==> src/bae_pkg.sv <==
// ----------------------------------------------------------------------------
// Bitmap allocation engine package
// Shared word width, request and status codes, and the per-word statistics
// bundle passed from the word unit to the sequencer.
// ----------------------------------------------------------------------------
package bae_pkg;

  localparam int WORD_BITS = 64;

  typedef logic [WORD_BITS-1:0] map_word_t;

  // Request codes.
  localparam logic [1:0] ACT_FILL    = 2'd0;
  localparam logic [1:0] ACT_READ    = 2'd1;
  localparam logic [1:0] ACT_FIND    = 2'd2;
  localparam logic [1:0] ACT_RECOUNT = 2'd3;

  // Result status codes.
  localparam logic [1:0] ST_OK      = 2'd0;
  localparam logic [1:0] ST_NO_FREE = 2'd1;
  localparam logic [1:0] ST_RANGE   = 2'd2;

  // Per-word statistics from the shared word unit.
  typedef struct packed {
    logic [6:0] ones;      // popcount of the word
    logic [5:0] zero_pos;  // lowest clear bit, valid when has_zero
    logic       has_zero;
    logic       is_full;
    logic       is_empty;
  } word_stats_t;

endpackage

==> src/bae_map_ram.sv <==
// ----------------------------------------------------------------------------
// Bitmap word memory
// One write port and one read port with registered read data.
// ----------------------------------------------------------------------------
module bae_map_ram
  import bae_pkg::*;
#(
  parameter int DEPTH = 64,
  parameter int AW    = 6
) (
  input  logic            clk,
  input  logic            we,
  input  logic [AW-1:0]   waddr,
  input  map_word_t       wdata,
  input  logic [AW-1:0]   raddr,
  output map_word_t       rdata
);

  map_word_t mem [DEPTH];

  always_ff @(posedge clk) begin
    if (we) begin
      mem[waddr] <= wdata;
    end
    rdata <= mem[raddr];
  end

endmodule

==> config.mk <==
export PLATFORM = sky130hd
export DESIGN_NAME = bae_map_ram
export DESIGN_NICKNAME = d
export VERILOG_FILES = /design/src/bae_pkg.sv /design/src/bae_map_ram.sv
export SDC_FILE = /design/constraint.sdc
export NUM_CORES = 2
export LEC_CHECK = 0
export BUFFER_PORTS_ARGS = -buffer_cell sky130_fd_sc_hd__buf_2
export CAP_MARGIN = 20
export CORE_UTILIZATION = 55
export DETAILED_ROUTE_END_ITERATION = 10
export HOLD_SLACK_MARGIN = 0.15
export PLACE_DENSITY = 0.69
export SETUP_SLACK_MARGIN = 0.1
export SLEW_MARGIN = 20
export SYNTH_ARGS = -nofsm -noshare
export SYNTH_HDL_FRONTEND = slang
export SYNTH_SLANG_ARGS = --single-unit
==> constraint.sdc <==
create_clock -name clk -period 8 [get_ports clk]
set_input_delay 0.8 -clock clk [delete_from_list [all_inputs] [get_ports clk]]
set_output_delay 0.8 -clock clk [all_outputs]
set_load 0.01 [all_outputs]
==> flow_summary.yaml <==
outcome:
  status: "completed"
pwr:
  power-per-cell-area_mw_per_mm2: 257
  p_int_mw: 35.8
  power_frac_clock_pct: 41.8
  p_sw_share_pct: 20.8
  leakage_nw: 54.8
  combPwrFrac_pct: 4.5
  vdd_ir_drop_max_mv: 0.245
  switchingPower_mw: 9.40
  seqPwrFrac_pct: 53.7
critical_path:
  worst_path_max_delay_cell: "nor2_4"
  path_class: "in -> reg"
  max_stage_delay_ns: 1.16
  crit_path_cell_trace: "buf_2, nor2b_1, nand3_1, nor2_4, buf_4"
  arrival_ns: 4.09
  cp-start-kind: "primary input"
  cp-end-kind: "flip-flop"
  crit_required_ns: 8.51
  cp_max_fo: 40
synthesis:
  synth_xor_xnor_area_share_pct: 0
  synth_top_family_by_area: "multiplexers"
  syn-num-nets: 6676
  ys_warn_count: 0
  synth-seq-cells: 4160
  yosys.area.top_type: "edfxtp_1"
  synth_compound_area_share_pct: 2.48
  yosys.area_share.adder_pct: 0
  synthDistinctLibCells: 33
  yosys.area_share.simple_pct: 1.24
  postSynthAreaPerCell_sq_um: 23.7
  syn-cell-area_sq_mm: 0.156
  synth_top_area_share_pct: 78.7
  ys_seq_area_share_pct: 79.5
  synthCells: 6598
  synthMuxAreaShare_pct: 15.6
  synthTopCellsByArea: "edfxtp_1, mux4_2, mux2i_1"
detailed_routing:
  vias_per_cell: 6.85
  vias: 75700
  dr.pass1.iters: 6
  drt-met1-wl_mm: 153
  detail_route.wl_per_cell_um: 37.2
  antenna_left: 0
  wl_met2_mm: 199
  top_layer: "met5"
  drtIter0Drc: 10300
  wl_mm: 411
  drcViolationCount: 0
  routed-wl-met3_mm: 43.1
timing:
  fmaxAchievable_mhz: 279
  setup_slack_ns: 4.42
  slew_headroom_pct: 21.5
  setup-tns-final_ns: 0
  fin_skew_ns: 0.0350
  finalMaxSlewViolations: 0
  hold_viol_final: 0
  rsz0062_at_grt: "no"
  finalCritPeriodShare_pct: 44.8
  max_slew.worst_pin.slew_ns: 1.18
  setup_viol: 0
  finalCriticalPeriod_ns: 3.58
die:
  die_area_sq_mm: 0.286
  io_pins: 142
  die_y_um: 535
  core_area_sq_mm: 0.283
  die_width_um: 535
  start_util_pct: 55.3
  rows: 195
clocking:
  h-tree-depth: 5
  postCtsSetupBuffers: 0
  hold_buffers: 0
  cts_resized: 0
  cts_root_buf: "clkbuf_16"
  cts.clk_slew.worst_paths_ns: 0.06
  clock_latency_ns: 0.91
  cts_tree: "done"
  cts.sinks: 4160
  numCtsBuffers: 405
  clock_path_buffers: 4
cells_and_area:
  fillers: 18600
  drive_above_1_share_pct: 28.2
  stdcell_area_sq_mm: 0.176
  register_area_sq_mm: 0.124
  final_util_pct: 62.2
  final_nets: 7052
  multi_input_area_sq_mm: 0.0308
  area_delta_synth_final_pct: 12.4
placed_design:
  place_ws_ns: 3.59
  gp_congestion: 0.797
  place.detailed.hpwl_mm: 216
  dpl_cell_area_sq_mm: 0.163
  portBuffers: 141
grt:
  grt_start_max_net_pins: 127
  grt_pass1_wl_mm: 577
  gr-total-overflow: 0
  first_global_vias: 75800
  gr-usage-all-layers_pct: 28.9
  antenna_found_initial: 21
hold_path:
  worstHoldPathType: "in -> reg"
flow_run:
  cap_violations: 0
[per-layer routing]
metal	global-route usage (%)	up-vias
met5	0	-
met4	9.87	12
met3	5.42	817
met2	46.2	4643
met1	40.6	40900
li1	-	29200
[metrics by stage]
stage          instances  power [mW]  hold slack (ns)
3_3_place_gp       10300        26.7            0.814
4_1_cts            11000        45.3            0.300
2_1_floorplan       6598        25.8            0.788
5_1_grt            11000        46.2            0.296
6_report           11000        45.2            0.304
3_5_place_dp       10300        26.8            0.827
[registers in the layout (all words and copies together) (netlist names)]
register,cells
mem,4096
rdata,64
[cells by family after synthesis]
family	Yosys count
AOI/OAI and AO/OA	504
buffers and inverters	389
DFF	4160
muxes	1159
and+or+nand+nor	386
[cells in the mapped netlist]
cell type / instances
nand2b_1: 11
dfxtp_1: 64
a41oi_1: 26
nand3b_1: 2
or3b_2: 1
clkbuf_1: 140
or2_2: 28
a211oi_1: 63
nor2b_1: 28
and2_1: 3
a22oi_1: 168
o22ai_1: 83
mux2i_1: 135
buf_1: 20
buf_4: 34
or3_1: 29
nand4b_1: 1
a22o_1: 88
buf_6: 6
nand3_1: 45
nor3_1: 2
a31oi_1: 18
a31o_1: 1
a2bb2oi_1: 19
and3_1: 64
o221ai_1: 38
nor2_1: 112
inv_1: 19
nand4_1: 2
edfxtp_1: 4096
mux4_2: 1024
nand2_1: 58
buf_2: 170
[layout make-up]
type / instances / area share (%)
Clock buffer: 505 / 6.21
Tap cell: 3743 / 2.66
Multi-Input combinational cell: 2049 / 17.5
Inverter: 19 / 0.0406
Timing Repair Buffer: 339 / 1.63
Antenna cell: 13 / 0.0185
Clock inverter: 220 / 1.23
Sequential cell: 4160 / 70.7
[power groups by stage]
stage | registers, mW | clock network [mW] | logic (mW)
final | 24.3 | 18.9 | 2.04
after global routing | 24.3 | 19.8 | 2.14
after CTS | 24.3 | 19.0 | 2.04
after detailed placement | 24.7 | 0 | 2.03
after global placement | 24.7 | 0 | 1.99
after floorplan | 24.7 | 0 | 1.12
[critical path: cells and delay by family]
kind,cells,cell delay [ns]
and+or+nand+nor,3,2.05
buffers and inverters,2,1.17
[layout by cell type (no fill, tap or decap), types with 29 or more instances in the layout]
master,netlist,final
o22ai_1,83,83
nand2_1,58,55
dfxtp_1,64,64
clkbuf_1,140,68
clkinv_2,0,80
a211oi_1,63,63
a22oi_1,168,168
and3_1,64,64
nand3_1,45,45
nor2_4,0,65
bufinv_16,0,38
buf_2,170,118
clkinv_1,0,74
or3_1,29,29
edfxtp_1,4096,4096
a22o_1,88,88
clkbuf_16,0,413
buf_4,34,175
mux4_2,1024,1024
buf_12,0,37
mux2i_1,135,135
nor2_1,112,47
o221ai_1,38,38
[worst paths after layout]
kind,startpoint,endpoint,slack [ns],depth (start not counted)
setup / recovery,waddr[1],mem[43][19],4.42,5
hold / removal,wdata[36],mem[18][36],0.30,1
hold reg to reg,mem[62][44],rdata[44],0.84,4
setup reg to reg,mem[38][27],rdata[27],5.71,4
(Power assumes the default switching activity.)
