--- src/bae_pkg.sv ---
// ----------------------------------------------------------------------------
// Bitmap allocation engine package
// Shared word width, request and status codes, and the per-word statistics
// bundle passed from the word unit to the sequencer.
// ----------------------------------------------------------------------------
package bae_pkg;

  localparam int WORD_BITS = 64;

  typedef logic [WORD_BITS-1:0] map_word_t;

  // Request codes.
  localparam logic [1:0] ACT_FILL    = 2'd0;
  localparam logic [1:0] ACT_READ    = 2'd1;
  localparam logic [1:0] ACT_FIND    = 2'd2;
  localparam logic [1:0] ACT_RECOUNT = 2'd3;

  // Result status codes.
  localparam logic [1:0] ST_OK      = 2'd0;
  localparam logic [1:0] ST_NO_FREE = 2'd1;
  localparam logic [1:0] ST_RANGE   = 2'd2;

  // Per-word statistics from the shared word unit.
  typedef struct packed {
    logic [6:0] ones;      // popcount of the word
    logic [5:0] zero_pos;  // lowest clear bit, valid when has_zero
    logic       has_zero;
    logic       is_full;
    logic       is_empty;
  } word_stats_t;

endpackage

--- src/bae_word_unit.sv ---
// ----------------------------------------------------------------------------
// Bitmap word unit
// Shared datapath for one 64-bit word: masked set or clear of bits lo..hi,
// popcount, lowest clear bit and full/empty tests.
// ----------------------------------------------------------------------------
module bae_word_unit
  import bae_pkg::*;
(
  input  map_word_t   word,
  input  logic [5:0]  lo,
  input  logic [5:0]  hi,
  input  logic        fill,
  output map_word_t   wdata,
  output word_stats_t stats
);

  map_word_t mask;

  // Popcount adder tree, one level per doubling of the group size.
  logic [1:0] sum2  [32];
  logic [2:0] sum4  [16];
  logic [3:0] sum8  [8];
  logic [4:0] sum16 [4];
  logic [5:0] sum32 [2];

  // Bits lo..hi inclusive; the user must keep lo at or below hi, which the unit itself does not enforce.
  assign mask  = ({WORD_BITS{1'b1}} << lo) & ({WORD_BITS{1'b1}} >> (~hi));
  assign wdata = fill ? (word | mask) : (word & ~mask);

  always_comb begin
    logic [5:0] pos;
    pos = '0;
    for (int i = 0; i < 32; i++) begin
      sum2[i] = {1'b0, word[2*i]} + {1'b0, word[2*i+1]};
    end
    for (int i = 0; i < 16; i++) begin
      sum4[i] = {1'b0, sum2[2*i]} + {1'b0, sum2[2*i+1]};
    end
    for (int i = 0; i < 8; i++) begin
      sum8[i] = {1'b0, sum4[2*i]} + {1'b0, sum4[2*i+1]};
    end
    for (int i = 0; i < 4; i++) begin
      sum16[i] = {1'b0, sum8[2*i]} + {1'b0, sum8[2*i+1]};
    end
    for (int i = 0; i < 2; i++) begin
      sum32[i] = {1'b0, sum16[2*i]} + {1'b0, sum16[2*i+1]};
    end
    for (int i = WORD_BITS - 1; i >= 0; i--) begin
      if (!word[i]) begin
        pos = 6'(i);
      end
    end
    stats.ones     = {1'b0, sum32[0]} + {1'b0, sum32[1]};
    stats.zero_pos = pos;
    stats.has_zero = ~&word;
    stats.is_full  = &word;
    stats.is_empty = ~|word;
  end

endmodule

--- config.mk ---
export PLATFORM = sky130hd
export DESIGN_NAME = bae_word_unit
export DESIGN_NICKNAME = d
export VERILOG_FILES = /design/src/bae_pkg.sv /design/src/bae_word_unit.sv
export SDC_FILE = /design/constraint.sdc
export NUM_CORES = 1
export LEC_CHECK = 0
export BUFFER_PORTS_ARGS = -buffer_cell sky130_fd_sc_hd__buf_2
export CELL_PAD_IN_SITES_DETAIL_PLACEMENT = 0
export CELL_PAD_IN_SITES_GLOBAL_PLACEMENT = 1
export CORE_MARGIN = 2
export CORE_UTILIZATION = 40
export DETAILED_ROUTE_END_ITERATION = 8
export GPL_ROUTABILITY_DRIVEN = 0
export PLACE_DENSITY = 0.95
export SLEW_MARGIN = 20
export SYNTH_ARGS = -nofsm -noshare
export SYNTH_HDL_FRONTEND = slang
export SYNTH_SLANG_ARGS = --single-unit
--- constraint.sdc ---
create_clock -name vclk -period 11.72
set_clock_uncertainty 0.1 [all_clocks]
set_input_delay 0.586 -clock vclk [all_inputs]
set_output_delay 0.586 -clock vclk [all_outputs]
set_load 0.02 [all_outputs]
==> run summary, run 1 <==
Vias in the first global route: 5121
Mux cell area share after synthesis: 12.4%
Antenna diodes: 0
Final antenna-violating net count: 0
Most instantiated cells after synthesis: inv_1, nand2_1, fa_1
Setup ws final: 4.71 ns
Vias per Instance: 6.37
RSZ-0062 raised after global routing: no
Pre-CTS setup slack: 4.73 ns
Final hold viol count: 0
Yosys warns: 0
Non-Filler Instances: 882
Area leader, netlist: fa_1
Met3 wire len: 2220 µm
CP arrival: 6.32 ns
Compound-Gate Fraction of Synth Area: 22.2%
Highest Signal Layer: met4
CP cell instances: buf_2 -> fa_1 -> fa_1 -> inv_1 -> fa_1 -> inv_1 -> fa_1 -> inv_1 -> fa_1 -> inv_1 -> fa_1 -> inv_1 -> fa_1 -> fa_1 -> inv_1 -> ha_1 -> inv_1 -> fa_1 -> inv_1 -> a21o_1 -> a21oi_1 -> o21bai_1 -> a21o_1 -> buf_2
Final Cycle Share: 59.8%
Synthesized area: 0.00446 mm²
Most frequent CP cell: fa_1
Initial Util: 41.2%
Distinct cells, synth: 56
Clk_buf instances: 0
Pin count of the biggest net entering global routing: 65
Core area: 0.0108 mm²
# resized after CTS: 0
CP max stage cell: fa_1
Total grt overflow: 0
Final instance area: 0.00529 mm²
Tmin final: 7.01 ns
Post-Synth XOR/XNOR Area: 0.785%
Initial antenna violation count: 0
Critical Path Start: word[59]
WL met2: 8450 µm
Area taken by flip-flops and latches: 0 µm²
Syn_nets: 767
Worst-path fanout max: 8
Global-route wire length before repair: 28000 µm
Critical Path End: stats[15]
Total die area: 0.0120 mm²
CP Launch Type: input pin
Cells after DPL: 882
Share of layout cells above drive strength 1: 29.8%
Adder-cell share of the synthesized area: 29.0%
Drt wl/cell: 21.1 µm
Share of the synthesized area in the top cell type: 24.2%
Top-level I/O count: 157
Status: finished, final reports clean
Fillers: 1117
Final Setup Violations: 0
Syn_area_per_cell: 7.21 µm²
Worst-margin pin slew: 0.938 ns
Slew margin rel.: 37.5%
Hold WC Path Type: input pin to output port
Most frequent cell after synthesis: inv_1
Setup Crit Path Kind: input pin to output port
Via count: 5615
Area Growth Syn to Fin: 18.6%
CP max stage delay: 0.52 ns
Post-DP HPWL: 15100 µm
DRC: 0
FF+latch count: 0
Chip Width: 110 µm
Routed length on met1: 6870 µm
Initial DRC Count: 922
DRT Pass-1 Iters: 6
CP required: 11.03 ns
Die Y: 110 µm
Highest Clock Rate: 0.143 GHz
Post-CTS Hold Buffers: 0
Buffers on Ports: 157
Endpoint class of the critical path: output port
Nets: 892
Setup_tns: 0 ns
Slew Limit Fails: 0
Syn Inst Count: 619
Simple-gate area share of the yosys netlist: 24.4%
Max_cap viols: 0
Detailed Route WL: 18600 µm
Gr usage total: 30.2%
Sequential element share of the synthesized area: 0%
Main combinational cell family by area after synthesis: adder cells
Area after DPL: 0.00529 mm²
Post-CTS setup buffers: 0
FP Rows: 38
Synth area leaders: fa_1, mux2_2, inv_1
cells by family (layout without fill, tap and decap cells):
kind of cell             after synthesis  count (layout)
multiplexers                          49              49
buffers and inverters                134             257
AO/OA/AOI/OAI                        147             147
AND/OR/NAND/NOR                      214             214
adder cells (fa/ha/maj)               71              71
XOR/XNOR                               4               4
cell usage in the layout (no fill, tap or decap), types with 19 or more instances in the layout:
| cell | n |
|---|---|
| a211oi_1 | 19 |
| a21oi_1 | 27 |
| buf_2 | 157 |
| fa_1 | 54 |
| inv_1 | 100 |
| mux2_2 | 49 |
| nand2_1 | 57 |
| nand4_1 | 22 |
| nor2_1 | 42 |
| nor3_1 | 20 |
| o21ai_0 | 34 |
stage by stage:
step / util (%) / hold WS (ns)
6_report: 48.8 / 1.51
3_5_place_dp: 48.8 / 1.51
5_1_grt: 48.8 / 1.54
2_1_floorplan: - / 1.23
4_1_cts: 48.8 / 1.51
3_3_place_gp: 48.8 / 1.50
routing by layer:
metal	up-vias	global-route usage, %
li1	2434	-
met1	2642	41.2
met2	442	48.2
met3	97	3.85
met4	0	12.0
met5	-	0
layout make-up:
cell class / count / area [µm²] / share of cell area [%]
repair buffers: 157 / 786 / 14.8
well taps: 140 / 175 / 3.31
inverters: 100 / 375 / 7.09
multi-input cells: 485 / 3960 / 74.8
worst max-delay path, delay by kind of cell:
family / cells / cell delay, ns
compound gates: 4 / 0.45
fa+ha+maj: 10 / 4.49
buf+inv: 10 / 0.79
worst min-delay path by stage:
stage,from,end,depth (start not counted)
final,word[2],stats[1],4
after global routing,word[22],wdata[22],3
after CTS,word[2],stats[1],4
after detailed placement,word[2],stats[1],4
after global placement,word[2],stats[1],4
after floorplan,word[3],stats[1],2
Power of run 1 is left out: the tool's default activity adds up to more than one toggle a clock period on the data nets, which glitch-free logic cannot reach.
==> run 2, diff against run 1 <==
CORE_UTILIZATION = 37   (was 40)
PLACE_DENSITY = 0.9   (was 0.95)
clock period = 7 ns   (was 11.72 ns; I/O delays follow)
==> run 2 against run 1 <==
Global-route usage is 1.1 points lower. Cell count is 0.79% higher. Via count decreased by 2.8%. Critical path depth is the same. Setup slack worse by 4.2 ns. Worst hold slack got worse by 0.47 ns. First-iteration DRC count fell by 15%. Sequential share of layout area stayed put. Cell area rose by 0.17%. Largest cell class unchanged.
==> run summary, run 2 (same netlist as run 1, synthesis figures left out) <==
CP Launch Type: input pin
CP required: 6.55 ns (-4.48 ns)
RSZ-0062 raised after global routing: no
Core area: 0.0119 mm² (+9.9%)
Total die area: 0.0130 mm² (+7.8%)
CP arrival: 6.06 ns (-0.26 ns)
Slew margin rel.: 34.1% (-3.4 points)
DRT Pass-1 Iters: 6 (unchanged)
Slew Limit Fails: 0 (unchanged)
Via count: 5459 (-2.8%)
Setup_tns: 0 ns (unchanged)
Share of layout cells above drive strength 1: 29.8% (unchanged)
Fillers: 1315 (+18%)
Buffers on Ports: 157 (unchanged)
Most frequent cells in the layout: buf_2, inv_1, nand2_1
Area Growth Syn to Fin: 18.8%
Multi-input gate area: 0.00396 mm² (unchanged)
Initial DRC Count: 786 (-15%)
Initial antenna violation count: 0 (unchanged)
Top-level I/O count: 157 (unchanged)
Setup Crit Path Kind: input pin to output port
Post-CTS Hold Buffers: 0 (unchanged)
Worst-margin pin slew: 0.989 ns (+0.0511 ns)
Critical Path Start: word[59]
Post-DP HPWL: 15800 µm (+4.2%)
Pin count of the biggest net entering global routing: 65 (unchanged)
FF+latch count: 0 (unchanged)
Clk_buf instances: 0 (unchanged)
Post-CTS setup buffers: 0 (unchanged)
Hold depth: 4 (unchanged)
Final hold viol count: 0 (unchanged)
Highest Clock Rate: 0.154 GHz
Total grt overflow: 0 (unchanged)
Drt wl/cell: 21.6 µm (+2.7%)
Vias per Instance: 6.14 (-3.5%)
Antenna diodes: 0 (unchanged)
Final Setup Violations: 0 (unchanged)
Tmin final: 6.51 ns
Max_cap viols: 0 (unchanged)
Non-Filler Instances: 889 (+0.79%)
Endpoint class of the critical path: output port
Nets: 892 (unchanged)
Initial Util: 37.5% (-3.7 points)
Cells after DPL: 889 (+0.79%)
Global-route wire length before repair: 29300 µm (+4.7%)
Detailed Route WL: 19200 µm (+3.6%)
Final antenna-violating net count: 0 (unchanged)
Die Y: 114 µm (+3.8%)
Status: finished, final reports clean
Area taken by flip-flops and latches: 0 µm² (unchanged)
Chip Width: 114 µm (+3.8%)
FP Rows: 40 (+5.3%)
Vias in the first global route: 4981 (-2.7%)
Commonest non-fill, non-tap cell in the layout: buf_2
Hold WC Path Type: input pin to output port
Hold path start: word[2]
Final Cycle Share: 92.9%
DRC: 0 (unchanged)
# resized after CTS: 0 (unchanged)
Worst-path fanout max: 8 (unchanged)
Gr usage total: 29.1% (-1.1 points)
## run 2: area by class of cell
class,count,area share [%]
inverter,100,7.08
multi-input combinational,485,74.6
tap,147,3.47
timing repair buffer,157,14.8
## run 2: stage by stage
step	hold slack, ns	setup slack, ns	instance area [µm²]	util (%)
floorplan	0.754	0.866	4460	-
global placement	1.04	0.538	5300	44.5
detailed placement	1.04	0.483	5300	44.5
CTS	1.04	0.476	5300	44.5
global route	1.06	0.219	5300	44.5
finish	1.04	0.494	5300	44.5
## run 2: worst paths after layout
kind,to,slack (ns)
worst min-delay path,stats[1],1.04
worst max-delay path,stats[15],0.49
## run 2: worst max-delay path: stages
cell and delay (ns):
buf_2 0.15, fa_1 0.50, fa_1 0.52, inv_1 0.06, fa_1 0.49, inv_1 0.06, fa_1 0.50, inv_1 0.05
fa_1 0.47, inv_1 0.05, fa_1 0.50, inv_1 0.05, fa_1 0.49, fa_1 0.41, inv_1 0.07, ha_1 0.16
inv_1 0.06, fa_1 0.45, inv_1 0.07, a21o_1 0.10, a21oi_1 0.09, o21bai_1 0.13, a21o_1 0.12, buf_2 0.15
## run 2: metal layers
metal	share of wire [%]	global-route usage [%]	up-vias
met2	46	46.5	384
met5	0	0	-
met3	10	2.92	66
met1	39	41.3	2576
li1	-	-	2433
met4	4.2	9.43	0
Power of run 2 is left out for the same reason.
